File: src/hdl/overwrite_oldest_packet_ring_top_assert.svh
// ----------------------------------------------------------------------------
// Assertion macros for the packet ring
// Concurrent checks that can be compiled out by defining NO_ASSERTIONS.
// ----------------------------------------------------------------------------
`ifndef OVERWRITE_OLDEST_PACKET_RING_TOP_ASSERT_SVH
`define OVERWRITE_OLDEST_PACKET_RING_TOP_ASSERT_SVH

`ifndef NO_ASSERTIONS

`define OOPR_ASSERT(lbl, clk, rst_n, prop, msg) \
  lbl: assert property (@(posedge clk) disable iff (!rst_n) prop) else $error(msg);

`define OOPR_ASSERT_NEVER(lbl, clk, rst_n, cond, msg) \
  lbl: assert property (@(posedge clk) disable iff (!rst_n) !(cond)) else $error(msg);

`else

`define OOPR_ASSERT(lbl, clk, rst_n, prop, msg)

`define OOPR_ASSERT_NEVER(lbl, clk, rst_n, cond, msg)

`endif

`endif

File: src/hdl/oopr_pkg.sv
// ----------------------------------------------------------------------------
// Packet ring package
// Shared constants, codes and structures of the packet ring.
// ----------------------------------------------------------------------------
package oopr_pkg;

  localparam int unsigned SlotsDefault    = 16;
  localparam int unsigned MaxBytesDefault = 64;
  localparam int unsigned LenW            = 7;
  localparam int unsigned CmdDepth        = 2;
  localparam int unsigned ResDepth        = 4;

  typedef enum logic {
    OpWrite = 1'b0,
    OpRead  = 1'b1
  } op_e;

  typedef struct packed {
    op_e        op;
    logic [7:0] data;
    logic       last;
  } cmd_t;

  typedef struct packed {
    logic            valid;
    logic [7:0]      data;
    logic [LenW-1:0] len;
    logic            last;
    logic            empty;
  } res_t;

  typedef struct packed {
    logic room;
    logic full;
  } resq_st_t;

endpackage

File: src/hdl/oopr_front.sv
// ----------------------------------------------------------------------------
// Packet ring front end
// Accepts input transactions, classifies them and queues the commands.
// ----------------------------------------------------------------------------
module oopr_front (
  input  logic               clk_i,
  input  logic               rst_ni,
  input  logic               push_i,
  output logic               full_o,
  input  logic               operation_i,
  input  logic [7:0]         data_byte_i,
  input  logic               final_byte_i,
  output oopr_pkg::cmd_t     cmd_o,
  output logic               cmd_valid_o,
  input  logic               cmd_pop_i
);

  localparam int unsigned PtrW = (oopr_pkg::CmdDepth > 1) ? $clog2(oopr_pkg::CmdDepth) : 1;
  localparam int unsigned CntW = $clog2(oopr_pkg::CmdDepth + 1);

  oopr_pkg::cmd_t store_q [oopr_pkg::CmdDepth];
  oopr_pkg::cmd_t cmd_in;
  logic [PtrW-1:0] wr_ptr_q, wr_ptr_d, rd_ptr_q, rd_ptr_d;
  logic [CntW-1:0] count_q, count_d;
  logic            push_ok;

  always_comb begin
    cmd_in.op   = oopr_pkg::op_e'(operation_i);
    cmd_in.data = data_byte_i;
    cmd_in.last = final_byte_i;
  end

  assign full_o      = (count_q == CntW'(oopr_pkg::CmdDepth));
  assign cmd_valid_o = (count_q != '0);
  assign cmd_o       = store_q[rd_ptr_q];
  assign push_ok     = push_i && !full_o;

  always_comb begin
    wr_ptr_d = wr_ptr_q;
    rd_ptr_d = rd_ptr_q;
    count_d  = count_q;
    if (push_ok) begin
      wr_ptr_d = (wr_ptr_q == PtrW'(oopr_pkg::CmdDepth - 1)) ? '0 : wr_ptr_q + PtrW'(1);
    end
    if (cmd_pop_i) begin
      rd_ptr_d = (rd_ptr_q == PtrW'(oopr_pkg::CmdDepth - 1)) ? '0 : rd_ptr_q + PtrW'(1);
    end
    case ({push_ok, cmd_pop_i})
      2'b10:   count_d = count_q + CntW'(1);
      2'b01:   count_d = count_q - CntW'(1);
      default: count_d = count_q;
    endcase
  end

  always_ff @(posedge clk_i or negedge rst_ni) begin
    if (!rst_ni) begin
      wr_ptr_q <= '0;
      rd_ptr_q <= '0;
      count_q  <= '0;
    end else begin
      wr_ptr_q <= wr_ptr_d;
      rd_ptr_q <= rd_ptr_d;
      count_q  <= count_d;
    end
  end

  always_ff @(posedge clk_i) begin
    if (push_ok) begin
      store_q[wr_ptr_q] <= cmd_in;
    end
  end

endmodule

File: config.mk
export PLATFORM = sky130hd
export DESIGN_NAME = oopr_front
export DESIGN_NICKNAME = d
export VERILOG_FILES = /design/src/hdl/overwrite_oldest_packet_ring_top_assert.svh /design/src/hdl/oopr_pkg.sv /design/src/hdl/oopr_front.sv
export SDC_FILE = /design/constraint.sdc
export NUM_CORES = 1
export LEC_CHECK = 0
export ABC_AREA = 1
export ABC_CLOCK_PERIOD_IN_PS = 1770
export BUFFER_PORTS_ARGS = -buffer_cell sky130_fd_sc_hd__buf_4
export CORE_MARGIN = 2
export CORE_UTILIZATION = 49
export CTS_CLUSTER_DIAMETER = 40
export DETAILED_ROUTE_END_ITERATION = 6
export GPL_ROUTABILITY_DRIVEN = 0
export GPL_TIMING_DRIVEN = 0
export PLACE_DENSITY = 0.75
export RECOVER_POWER = 25
export SLEW_MARGIN = 15
export SYNTH_ARGS = -nofsm -noshare
export SYNTH_HDL_FRONTEND = slang
export SYNTH_SLANG_ARGS = --single-unit
File: constraint.sdc
create_clock -name clk_i -period 1.77 [get_ports clk_i]
set_input_delay 0.2655 -clock clk_i [delete_from_list [all_inputs] [get_ports clk_i]]
set_output_delay 0.2655 -clock clk_i [all_outputs]
set_load 0.03 [all_outputs]
======== Word level (Yosys, flattened, before mapping) ========
Memories as Yosys holds them, arrays and structs flattened.
Index checks and enable logic that the tools add are counted.
storage, ports and cells
  bits in registers ....................... 4
  word-level logic and storage cells ...... 20
  RAM bits ................................ 20
  memories ................................ 1
memory list
  name     words  bits a word  read ports  clocked after memory_dff  write ports  RTL line          text
  store_q  2      10           1           0                         1            oopr_front.sv:21  oopr_pkg::cmd_t store_q [oopr_pkg::CmdDepth];
operators by class
  add/subtract/negate cells ............... 4
  equal/unequal tests ..................... 3
  reduce and logical (&&, ||, !) cells .... 4
  muxes and demuxes ....................... 5
operators by type and width
  operator             number
  $eq 2x2->1 const B   2
  $mux 1               4
  $pmux 2 s2           1
  $reduce_bool 2->1    2
  $add 1x1->1 const B  2
  $add 2x1->2 const B  1
  $eq 2x1->1 const B   1
  $sub 2x1->2 const B  1
  $logic_and 1x1->1    1
  $logic_not 1->1      1

======== Longest topological paths before layout ========
  depth in word-level cells ............... 5
  gate-level depth with buffers ........... 8

======== Worst setup path before layout ========
Ideal clock, no wire load.
  path type ............................... flip-flop to output port
  start ................................... register rd_ptr_q
  end ..................................... output cmd_o[0] (netlist name)
  path buffers ............................ 1
  cell stages (with the launch flop) ...... 3
  setup slack ............................. 0.263 ns
  arrival ................................. 1.241 ns
  required time ........................... 1.505 ns
  cells stage by stage .................... dfrtp_1 buf_2 o21ai_0
RTL lines
  what                      RTL line          text
  start: declaration        oopr_front.sv:23  logic [PtrW-1:0] wr_ptr_q, wr_ptr_d, rd_ptr_q, rd_ptr_d;
  start signal: assignment  oopr_front.sv:62  rd_ptr_q <= rd_ptr_d;
  end: declaration          oopr_front.sv:13  output oopr_pkg::cmd_t cmd_o,

======== Final worst setup path ========
  start ................................... register count_q[1]
  end ..................................... memory store_q[1][1] (netlist name), enable pin
between the ends
  word-level cells in the longest chain between the ends .. 5
RTL lines
  what                          RTL line          text
  start: declaration            oopr_front.sv:24  logic [CntW-1:0] count_q, count_d;
  start signal: assignment      oopr_front.sv:63  count_q <= count_d;
  $eq 2x2->1                    oopr_front.sv:33  assign full_o = (count_q == CntW'(oopr_pkg::CmdDepth));
  $logic_not 1->1               oopr_front.sv:36  assign push_ok = push_i && !full_o;
  $logic_and 1x1->1             oopr_front.sv:36
  $mux 1                        oopr_front.sv:68  if (push_ok) begin
  $mux 1 (implied by the code)  oopr_front.sv:69  store_q[wr_ptr_q] <= cmd_in;
  end: declaration              oopr_front.sv:21
Every way passes these cells.

==> results.yml <==
status:
  status: "finished, final reports clean"
sta:
  hold_viol_final: 0
  finalCriticalPeriod_ns: 1.665
  finalCritPeriodShare: 0.9407
  rsz0062_at_grt: "false"
  setup_ws_ns: 0.1050
  slew_headroom: 0.4437
  finClkSkew_ns: 0.01066
  finalSetupViolCount: 0
  fin_setup_tns_ns: 0
  drv_slew: 0
  fmax_ghz: 0.6006
  tightest_slew_ns: 0.8314
cts:
  post_cts_buffers: 0
  cts_max_level: 1
  cts_buffers: 3
  clk_latency_ns: 0.31
  clkTransAtPathRegs_ns: 0.13
  max-clock-path-buffers: 2
  cts_resized: 0
  cts_hold_buf: 1
  clockRootBuffer: "clkbuf_4"
  cts_tree: "built"
  clock-sinks: 24
routing:
  routed_wl_um: 1593
  drtAntennaViolNets: 0
  vias_per_cell: 4.687
  wl_per_cell_um: 11.89
  drt_pass1_iterations: 4
  drt_iter0_drc: 8
  remaining_drc_errors: 0
  vias: 628
worst_hold_path:
  hold_depth: 2
  hp-class: "input pin to register"
  min_from: "cmd_pop_i"
  hold_end: "rd_ptr_q$_DFFE_PN0P_"
global_routing:
  grt_pass1_vias: 589
  grt_pass1_wl_um: 2442
  grt_max_degree: 14
  grt.total_usage: 0.1622
  overflow: 0
  antenna_found_initial: 0
floorplan:
  coreArea_mm2: 0.001783
  die_w_um: 48.17
  io-pin-count: 26
  rows: 15
  die_h_um: 48.17
  initial_utilization: 0.5361
  dieArea_mm2: 0.002320
logic_synthesis:
  synthesis.area_um2: 955.9
  ys_warn_count: 0
  syn-num-nets: 94
  yosysSeqAreaShare: 0.7330
  synth.distinct_cells: 17
  ys_seq_elements: 24
  netlist_instances: 79
  postSynthAreaPerCell_um2: 12.10
setup_path:
  rr_endpoint: "store_q[1][1]$_DFFE_PP_"
  cp.required_ns: 1.71
  crit_chain: "inv_1 > o21ai_2 > nor2_1"
  cp_max_fo: 10
  r2r_cells: 3
  worst-setup-path-type: "register to register"
  cp-start-kind: "register"
  reg2reg_from: "count_q[1]$_DFFE_PN0P_"
  crit_slowest_cell: "nor2_1"
  rrSetupSlack_ns: 0.10
  worstPathArrival_ns: 1.61
  slowest_delay_ns: 0.64
  cp-end-kind: "register"
pwr:
  ir_drop_mv: 1.340
  p_leak_uw: 0.0005477
  p_sw_uw: 861.1
  power.share.clock: 0.115
  switching_share: 0.4198
  internal_power_uw: 1190
  power_density_mw_per_mm2: 1694
  comb_power_share: 0.470
  power_frac_seq: 0.415
run:
  max_cap_violations: 0
layout:
  area_delta_synth_final_pct: 26.70
  stdcell_count: 134
  final_util: 0.6793
  n_antenna_cell: 0
  drive_gt1_frac: 0.3211
  nets: 125
placement:
  numPortBuffers: 25
  pre_cts_ws_ns: 0.1344
  dp.cells: 129
  hpwl_um: 1131
metrics by stage:
stage | area (um2) | power (uW) | hold slack (ns)
global route | 1211 | 2191 | 0.1198
floorplan | 955.9 | 1482 | -0.03009
CTS | 1211 | 2061 | 0.1246
detailed placement | 1175 | 1834 | 0.06541
finish | 1211 | 2052 | 0.1247
global placement | 1175 | 1798 | 0.06537
critical path, delay by kind of cell, from the launching register on:
family	cells	cell delay, ns
simple gates	1	0.64
flops	1	0.41
compound gates	1	0.09
buf+inv	1	0.15
state kept, by name, indices dropped and copies added (netlist names):
register	flops
store_q	20
wr_ptr_q	1
count_q	2
rd_ptr_q	1
metal layers:
| metal | up-vias | global-route usage | part of all wire |
|---|---|---|---|
| li1 | 316 | - | - |
| met1 | 283 | 0.1746 | 0.40 |
| met2 | 27 | 0.3053 | 0.54 |
| met3 | 2 | 0.03333 | 0.054 |
| met4 | 0 | 0.06486 | 0.0056 |
| met5 | - | 0 | 0 |
final cells by class:
type                    count  area (um2)
clock inverters             1       3.754
repair buffers             26       197.7
multi-input cells          36       181.4
inverters                  17       63.81
flip-flops and latches     24       700.7
fillers                   147       571.8
well taps                  25       31.28
plain buffers               2       10.01
clock buffers               3       22.52
cell usage after synthesis:
library cell / number / share of area
nand2_2: 1 / 0.0065
o21ai_2: 1 / 0.0092
ha_1: 1 / 0.013
buf_2: 2 / 0.010
inv_2: 2 / 0.0079
dfrtp_1: 4 / 0.10
nand4_1: 1 / 0.0065
edfxtp_1: 20 / 0.63
inv_1: 15 / 0.059
o21ai_0: 3 / 0.016
nand2_1: 16 / 0.063
xnor2_1: 1 / 0.0092
nand3_1: 2 / 0.010
o21ai_1: 7 / 0.037
nor2_1: 1 / 0.0039
xor2_1: 1 / 0.0092
nor2_2: 1 / 0.0065
power groups by stage:
stage	Combinational, uW	Clock [uW]	Sequential [uW]
after floorplan	636	0	845
after global placement	944	0	853
after detailed placement	971	0	863
after CTS	973	238	850
after global routing	1060	265	867
final	964	236	852
cell usage in the layout, fill, tap and decap left out:
master	instances
edfxtp_1	20
ha_1	1
nand2_2	1
inv_1	15
o21ai_0	3
clkbuf_4	9
o21ai_2	1
nor2_1	1
dlygate4sd3_1	1
clkinv_1	1
nand3_1	2
nand4_1	1
nor2_2	1
buf_2	2
dfrtp_1	4
xnor2_1	1
o21ai_1	7
xor2_1	1
inv_2	2
buf_4	19
nand2_1	16
worst max path at each step:
| stage | endpoint | cells after the start | slack, ns | startpoint |
|---|---|---|---|---|
| after floorplan | cmd_o[0] | 2 | 0.26 | rd_ptr_q$_DFFE_PN0P_ |
| after global placement | store_q[1][1]$_DFFE_PP_ | 3 | 0.15 | count_q[1]$_DFFE_PN0P_ |
| after detailed placement | store_q[1][2]$_DFFE_PP_ | 3 | 0.13 | count_q[1]$_DFFE_PN0P_ |
| after CTS | store_q[1][1]$_DFFE_PP_ | 3 | 0.12 | count_q[1]$_DFFE_PN0P_ |
| after global routing | store_q[1][8]$_DFFE_PP_ | 3 | 0.005 | count_q[1]$_DFFE_PN0P_ |
| final | store_q[1][1]$_DFFE_PP_ | 3 | 0.10 | count_q[1]$_DFFE_PN0P_ |
logic make-up (layout without fill, tap and decap cells):
| group | count (synthesis) | in the layout | synth area share |
|---|---|---|---|
| fa+ha+maj | 1 | 1 | 0.01309 |
| buf+inv | 19 | 49 | 0.07722 |
| compound gates | 11 | 11 | 0.06151 |
| flops | 24 | 24 | 0.7330 |
| xor+xnor | 2 | 2 | 0.01833 |
| simple gates | 22 | 22 | 0.09687 |
Note: power is estimated with default switching activity, not from simulation.
