### src/hdl/overwrite_oldest_packet_ring_top_assert.svh
// ----------------------------------------------------------------------------
// Assertion macros for the packet ring
// Concurrent checks that can be compiled out by defining NO_ASSERTIONS.
// ----------------------------------------------------------------------------
`ifndef OVERWRITE_OLDEST_PACKET_RING_TOP_ASSERT_SVH
`define OVERWRITE_OLDEST_PACKET_RING_TOP_ASSERT_SVH

`ifndef NO_ASSERTIONS

`define OOPR_ASSERT(lbl, clk, rst_n, prop, msg) \
  lbl: assert property (@(posedge clk) disable iff (!rst_n) prop) else $error(msg);

`define OOPR_ASSERT_NEVER(lbl, clk, rst_n, cond, msg) \
  lbl: assert property (@(posedge clk) disable iff (!rst_n) !(cond)) else $error(msg);

`else

`define OOPR_ASSERT(lbl, clk, rst_n, prop, msg)

`define OOPR_ASSERT_NEVER(lbl, clk, rst_n, cond, msg)

`endif

`endif

### src/hdl/oopr_pkg.sv
// ----------------------------------------------------------------------------
// Packet ring package
// Shared constants, codes and structures of the packet ring.
// ----------------------------------------------------------------------------
package oopr_pkg;

  localparam int unsigned SlotsDefault    = 16;
  localparam int unsigned MaxBytesDefault = 64;
  localparam int unsigned LenW            = 7;
  localparam int unsigned CmdDepth        = 2;
  localparam int unsigned ResDepth        = 4;

  typedef enum logic {
    OpWrite = 1'b0,
    OpRead  = 1'b1
  } op_e;

  typedef struct packed {
    op_e        op;
    logic [7:0] data;
    logic       last;
  } cmd_t;

  typedef struct packed {
    logic            valid;
    logic [7:0]      data;
    logic [LenW-1:0] len;
    logic            last;
    logic            empty;
  } res_t;

  typedef struct packed {
    logic room;
    logic full;
  } resq_st_t;

endpackage

### src/hdl/oopr_resq.sv
// ----------------------------------------------------------------------------
// Packet ring result queue
// Holds finished results until the consumer takes them.
// ----------------------------------------------------------------------------
module oopr_resq (
  input  logic                             clk_i,
  input  logic                             rst_ni,
  input  oopr_pkg::res_t                   res_i,
  output oopr_pkg::resq_st_t               st_o,
  input  logic                             pop_i,
  output logic                             empty_o,
  output logic [7:0]                       out_byte_o,
  output logic [oopr_pkg::LenW-1:0]        packet_length_o,
  output logic                             last_of_run_o,
  output logic                             ring_empty_o
);

  localparam int unsigned PtrW = $clog2(oopr_pkg::ResDepth);
  localparam int unsigned CntW = $clog2(oopr_pkg::ResDepth + 1);

  oopr_pkg::res_t  store_q [oopr_pkg::ResDepth];
  oopr_pkg::res_t  head;
  logic [PtrW-1:0] wr_ptr_q, wr_ptr_d, rd_ptr_q, rd_ptr_d;
  logic [CntW-1:0] count_q, count_d;
  logic            pop_ok;

  assign empty_o         = (count_q == '0);
  assign pop_ok          = pop_i && !empty_o;
  assign head            = store_q[rd_ptr_q];
  assign out_byte_o      = head.data;
  assign packet_length_o = head.len;
  assign last_of_run_o   = head.last;
  assign ring_empty_o    = head.empty;

  always_comb begin
    st_o.full = (count_q == CntW'(oopr_pkg::ResDepth));
    st_o.room = ((CntW+1)'(count_q) + (CntW+1)'(res_i.valid)) < (CntW+1)'(oopr_pkg::ResDepth);
  end

  always_comb begin
    wr_ptr_d = wr_ptr_q;
    rd_ptr_d = rd_ptr_q;
    if (res_i.valid) begin
      wr_ptr_d = (wr_ptr_q == PtrW'(oopr_pkg::ResDepth - 1)) ? '0 : wr_ptr_q + PtrW'(1);
    end
    if (pop_ok) begin
      rd_ptr_d = (rd_ptr_q == PtrW'(oopr_pkg::ResDepth - 1)) ? '0 : rd_ptr_q + PtrW'(1);
    end
    case ({res_i.valid, pop_ok})
      2'b10:   count_d = count_q + CntW'(1);
      2'b01:   count_d = count_q - CntW'(1);
      default: count_d = count_q;
    endcase
  end

  always_ff @(posedge clk_i or negedge rst_ni) begin
    if (!rst_ni) begin
      wr_ptr_q <= '0;
      rd_ptr_q <= '0;
      count_q  <= '0;
    end else begin
      wr_ptr_q <= wr_ptr_d;
      rd_ptr_q <= rd_ptr_d;
      count_q  <= count_d;
    end
  end

  always_ff @(posedge clk_i) begin
    if (res_i.valid) begin
      store_q[wr_ptr_q] <= res_i;
    end
  end

endmodule

### config.mk
export PLATFORM = sky130hd
export DESIGN_NAME = oopr_resq
export DESIGN_NICKNAME = d
export VERILOG_FILES = /design/src/hdl/overwrite_oldest_packet_ring_top_assert.svh /design/src/hdl/oopr_pkg.sv /design/src/hdl/oopr_resq.sv
export SDC_FILE = /design/constraint.sdc
export NUM_CORES = 1
export LEC_CHECK = 0
export BUFFER_PORTS_ARGS = -buffer_cell sky130_fd_sc_hd__buf_2
export CAP_MARGIN = 25
export CORE_MARGIN = 2
export CORE_UTILIZATION = 25
export DETAILED_ROUTE_END_ITERATION = 16
export PLACE_DENSITY_LB_ADDON = 0.08
export SYNTH_ARGS = -nofsm -noshare
export SYNTH_HDL_FRONTEND = slang
export SYNTH_SLANG_ARGS = --single-unit
export TNS_END_PERCENT = 10
### constraint.sdc
create_clock -name clk_i -period 5 [get_ports clk_i]
set_clock_uncertainty 0.1 [all_clocks]
set_input_delay 1 -clock clk_i [delete_from_list [all_inputs] [get_ports clk_i]]
set_output_delay 1 -clock clk_i [all_outputs]
set_load 0.03 [all_outputs]
-- Word-level counts from Yosys, hierarchy flattened
Memories as Yosys holds them, arrays and structs flattened.
Cells that the tools add are included.
- memories: 1
- output and inout bits: 20
- flip-flop bits (word level): 7
- word-level logic and storage cells: 24
- input port bits: 21
- RAM bits: 72
- add/sub/neg operators: 5
- mux-type cells: 5
- equal/unequal tests: 5
- order comparisons: 1
- reductions and logical operators: 4
- memory list (name ; words ; width ; read ports ; clocked after Yosys merged registers in ; write ports ; line ; RTL):
    store_q ; 4 ; 18 ; 1 ; 0 ; 1 ; oopr_resq.sv:21 ; oopr_pkg::res_t store_q [oopr_pkg::ResDepth];
- operators with widths (cell ; number):
    equality test 2 bit, second input constant ; 3
    case mux 3 bit (2 select lines) ; 1
    adder 2 x 1 -> 2 bit, second input constant ; 2
    adder 3 x 1 -> 4 bit ; 1
    < comparator 4 x 3 -> 1 bit, second input constant ; 1
    two-way mux 2 bit ; 2
    adder 3 x 1 -> 3 bit, second input constant ; 1
    equality test 3 bit, second input constant ; 1
    zero test 3 bit ; 1
    subtractor 3 x 1 -> 3 bit, second input constant ; 1
    equality test 2 x 1 -> 1 bit, second input constant ; 1
    two-way mux 1 bit ; 2
    nonzero test 2 bit ; 1
    logical AND 1 bit ; 1
    zero test 1 bit ; 1

-- Logic depth before layout (Yosys ltp)
- depth in word-level cells: 5
- gate-level depth with buffers: 9
- gate-level depth less buffers: 9

-- Worst setup path after synthesis
Ideal clock, no wire load.
- path type: input-to-output
- start: input port res_i[17] (netlist bit)
- end: output port st_o[1] (netlist bit)
- required time: 3.900 ns
- cell stages on the path: 1
- path slack: 2.367 ns
- arrival time: 1.533 ns
- buffers on the path: 0
- cells stage by stage: a31oi_1
- longest elaborated chain between the ends: 2
- ends and longest elaborated chain (what ; line ; RTL):
    start, declared ; oopr_resq.sv:8 ; input oopr_pkg::res_t res_i,
    adder 3 x 1 -> 4 bit ; oopr_resq.sv:37 ; st_o.room = ((CntW+1)'(count_q) + (CntW+1)'(res_i.valid)) < (CntW+1)'(oopr_pkg::ResDepth);
    < comparator 4 x 3 -> 1 bit ; oopr_resq.sv:37 ;
    end, declared ; oopr_resq.sv:9 ; output oopr_pkg::resq_st_t st_o,
No other way between the ends.

-- Worst setup path after layout
- start: register rd_ptr_q[0]
- end: output port packet_length_o[4] (netlist bit)
- longest elaborated chain between the ends: 1
- ends and longest elaborated chain (what ; line ; RTL):
    start, declared ; oopr_resq.sv:23 ; logic [PtrW-1:0] wr_ptr_q, wr_ptr_d, rd_ptr_q, rd_ptr_d;
    start signal, assigned ; oopr_resq.sv:63 ; rd_ptr_q <= rd_ptr_d;
    memory read (4 x 18 bit) ; -- ;
    end, declared ; oopr_resq.sv:13 ; output logic [oopr_pkg::LenW-1:0] packet_length_o,
No other way between the ends.

==> results.md <==
CTS:
- The hold buffer count at CTS is 0.
- The number of levels the H-tree was split into is 3.
- The later pin in the worst-skew pair is clocked with a latency of 320 ps.
- The post-CTS setup-driven buffer insertion count is 0.
- Clock tree synthesis selected as its root buffer the cell sky130_fd_sc_hd__clkbuf_16.
- TritonCTS built the clock tree.
- The number of buffers on the longest clock path is 2.
- The number of instances resized during post-cts repair is 0.
- The clock-pin transition on the worst setup and hold timing paths is 60 ps.
- The number of CTS-inserted buffers is 9.
- CTS saw 75 sinks.

Layout:
- 0 antenna diodes ended up in the layout.
- Relative to the synthesized area, the layout overhead comes to 25.86%.
- For this run, the post-layout net count is 210.
- Cells with a size suffix above 1 make up 35.83% of the layout.

Outcome:
- The run finished with clean final reports.

Logic synthesis:
- The post-synthesis cell area is 2932 µm².
- For this run, asynchronously set or reset flops after synthesis account for 9.333%.
- The post-synthesis instance total is 130.
- The share of the yosys chip area belonging to registers is 75.63%.
- The synthesized area divided by synthesized cell count is 22.55 µm².
- sky130_fd_sc_hd__edfxtp_1 is the most common cell in the netlist.
- The commonest cells after synthesis are sky130_fd_sc_hd__edfxtp_1 (68), sky130_fd_sc_hd__mux4_1 (9), sky130_fd_sc_hd__mux4_2 (8), sky130_fd_sc_hd__dfrtp_1 (7), sky130_fd_sc_hd__inv_1 (7).
- The count of unique library cells instantiated by Yosys is 23.
- The number of nets in the synthesized netlist is 158.
- Yosys attributes the largest share of cell area to sky130_fd_sc_hd__edfxtp_1 (70%), sky130_fd_sc_hd__mux4_1 (8.1%), sky130_fd_sc_hd__mux4_2 (6.1%).
- The number of storage elements in the synthesis netlist is 75.
- The share of synthesized area in the top cell type comes to 69.65%.
- The count of synthesis-stage warnings from yosys is 0.
- The biggest area contributor in the post-synthesis netlist is sky130_fd_sc_hd__edfxtp_1.
- The number of enable-type register cells in the synthesized netlist is 68.
- In the synthesized netlist the dominant register cell turns out to be sky130_fd_sc_hd__edfxtp_1.

Timing:
- The final number of hold-violating endpoints is 0.
- In this run the tightest slew margin relative to its limit is 38.07%.
- Setup repair after global routing left no endpoint under its margin.
- The clock period could shrink to 3151 ps.
- At the pin with the least slew margin, the transition time is 928.9 ps.
- The max-slew violation count is 0.
- Setup violations remaining at the end of the flow were counted as 0.
- The share of the clock period used by the worst path after layout is 63.03%.
- Timing would allow up to 317.3 MHz.
- Final hold analysis gives a worst-case slack of 408.0 ps.
- After routing, the total negative slack on setup checks comes to 0 ps.

Drt:
- The overall via count from detail_route is 1,397.
- Summed over all layers, the routed wires come to 5541 µm.
- The post-detailed-route via-to-cell ratio is 4.233.
- The number of DRC violations after detailed routing is 0.
- The detailed-route wire length per cell is 16.79 µm.
- The detailed-router iteration count before antenna repair is 3.
- After the first detailed-routing iteration, the DRC count stood at 31.
- The detail route stage leaves a number of antenna-violating nets equal to 0.

Global routing:
- The overall track demand over capacity in global routing is 9.635%.
- The initial antenna violation count is 0.
- The largest net degree at the start of global routing is 20.
- The leftover overflow at the end of global routing is 0.
- The number of global-route vias before repair is 1,565.
- The first global-routing pass estimated 8866 µm of wire.

Floorplan:
- The die width is 112.3 µm.
- The area of the die is 12,610 µm².
- The standard cell core area is 11,420 µm².
- The initial core utilization is 25.67%.
- The die is 112.3 µm tall.
- Pin placement for this block handled 41 I/O pins.
- The initialized floorplan defines 39 standard-cell rows.

Critical path:
- The worst setup path endpoint is packet_length_o[4].
- Data on the critical path is required at its endpoint by 3900 ps.
- The worst setup path category is reg2out.
- In this run the register-to-register setup slack is 2990 ps.
- Data arrives at the worst endpoint at 2050 ps.
- The critical path endpoint category is an output pin.
- The launching element of the worst setup path is rd_ptr_q[0].
- The critical register-to-register path startpoint is count_q[0].
- The worst setup path is launched from a flop.
- Measured in cells, the most critical reg-to-reg path has a length of 9.
- The terminus of the critical flop-to-flop path is count_q[2].
- The worst-path maximum fanout is 14.

Worst hold path:
- The path type of the worst min-delay path is in2async.

Flow run:
- The number of maximum-capacitance violations is 0.

Place:
- Buffers placed on the I/O ports in this run total 40.
- The post-detailed-placement half-perimeter wirelength is 3539 µm.
- The global placement routability congestion is 0.6341.

Power:
- Power spread over the standard cell area amounts to 622.6 nW/µm².
- Summed over all cells, the static leakage comes to 1.353 nW.
- The maximum vdd ir drop is 0.2194 mV.
critical path: stages (launching register included):
cell                      delay, ps
sky130_fd_sc_hd__dfrtp_1        700
sky130_fd_sc_hd__buf_16         230
sky130_fd_sc_hd__mux4_1         590
sky130_fd_sc_hd__buf_2          200
cell usage in the layout (no fill, tap or decap), types with 3 or more instances in the layout:
cell                        count
sky130_fd_sc_hd__clkbuf_16      9
sky130_fd_sc_hd__and2_1         4
sky130_fd_sc_hd__mux4_1         9
sky130_fd_sc_hd__clkinv_1       4
sky130_fd_sc_hd__mux4_2         8
sky130_fd_sc_hd__buf_2         40
sky130_fd_sc_hd__inv_1          7
sky130_fd_sc_hd__dfrtp_1        7
sky130_fd_sc_hd__edfxtp_1      68
sky130_fd_sc_hd__buf_16         3
sky130_fd_sc_hd__ha_1           6
through the flow:
step	cell area (µm²)	total power, mW	setup slack (ps)	util, %	std cells
after global routing	3690	2.415	1706	32.31	330
after detailed placement	3297	1.637	2136	28.87	310
final	3690	2.297	1849	32.31	330
after global placement	3269	1.580	1862	28.63	309
after CTS	3605	2.305	1779	31.57	326
after floorplan	2932	1.419	2367	-	130
power breakdown:
group,switching (mW),total [mW],internal (mW)
Clock,0.234,0.664,0.430
Sequential,0.0928,0.905,0.812
Combinational,0.419,0.729,0.309
Total,0.746,2.30,1.55
kinds of logic after synthesis:
| group | count (synthesis) | synth area share [%] |
|---|---|---|
| mux | 20 | 15.32 |
| simple gates | 11 | 2.049 |
| fa+ha+maj | 7 | 3.244 |
| xor+xnor | 3 | 0.8965 |
| flops | 75 | 75.63 |
| buf+inv | 11 | 2.305 |
| compound gates | 3 | 0.5550 |
layout make-up:
cell class                      count  area (µm²)
Inverter                            7       26.28
Sequential cell                    75        2217
Multi-Input combinational cell     44       646.9
Clock inverter                      7       82.58
Tap cell                          143       178.9
Fill cell                        1128        7729
Clock buffer                        9       225.2
Timing Repair Buffer               45       312.8
worst min path at each step:
stage | start | end | depth (start not counted)
3_5_place_dp | count_q[2] | count_q[2] | 1
3_3_place_gp | count_q[2] | count_q[2] | 1
4_1_cts | rst_ni | count_q[1] | 1
6_report | rst_ni | count_q[1] | 1
5_1_grt | rst_ni | count_q[2] | 1
2_1_floorplan | count_q[2] | count_q[2] | 1
routing by layer:
metal	track usage, %	part of all wire, %	vias to the layer above
met1	11.62	44	724
li1	-	-	635
met4	5.610	2.4	0
met3	2.322	3.7	9
met5	0	0	-
met2	15.78	50	29
flip-flops by register name, indices dropped and copies added (netlist names):
register  flops
store_q      68
count_q       3
rd_ptr_q      2
wr_ptr_q      2
Power figures use the tool's default switching activity.
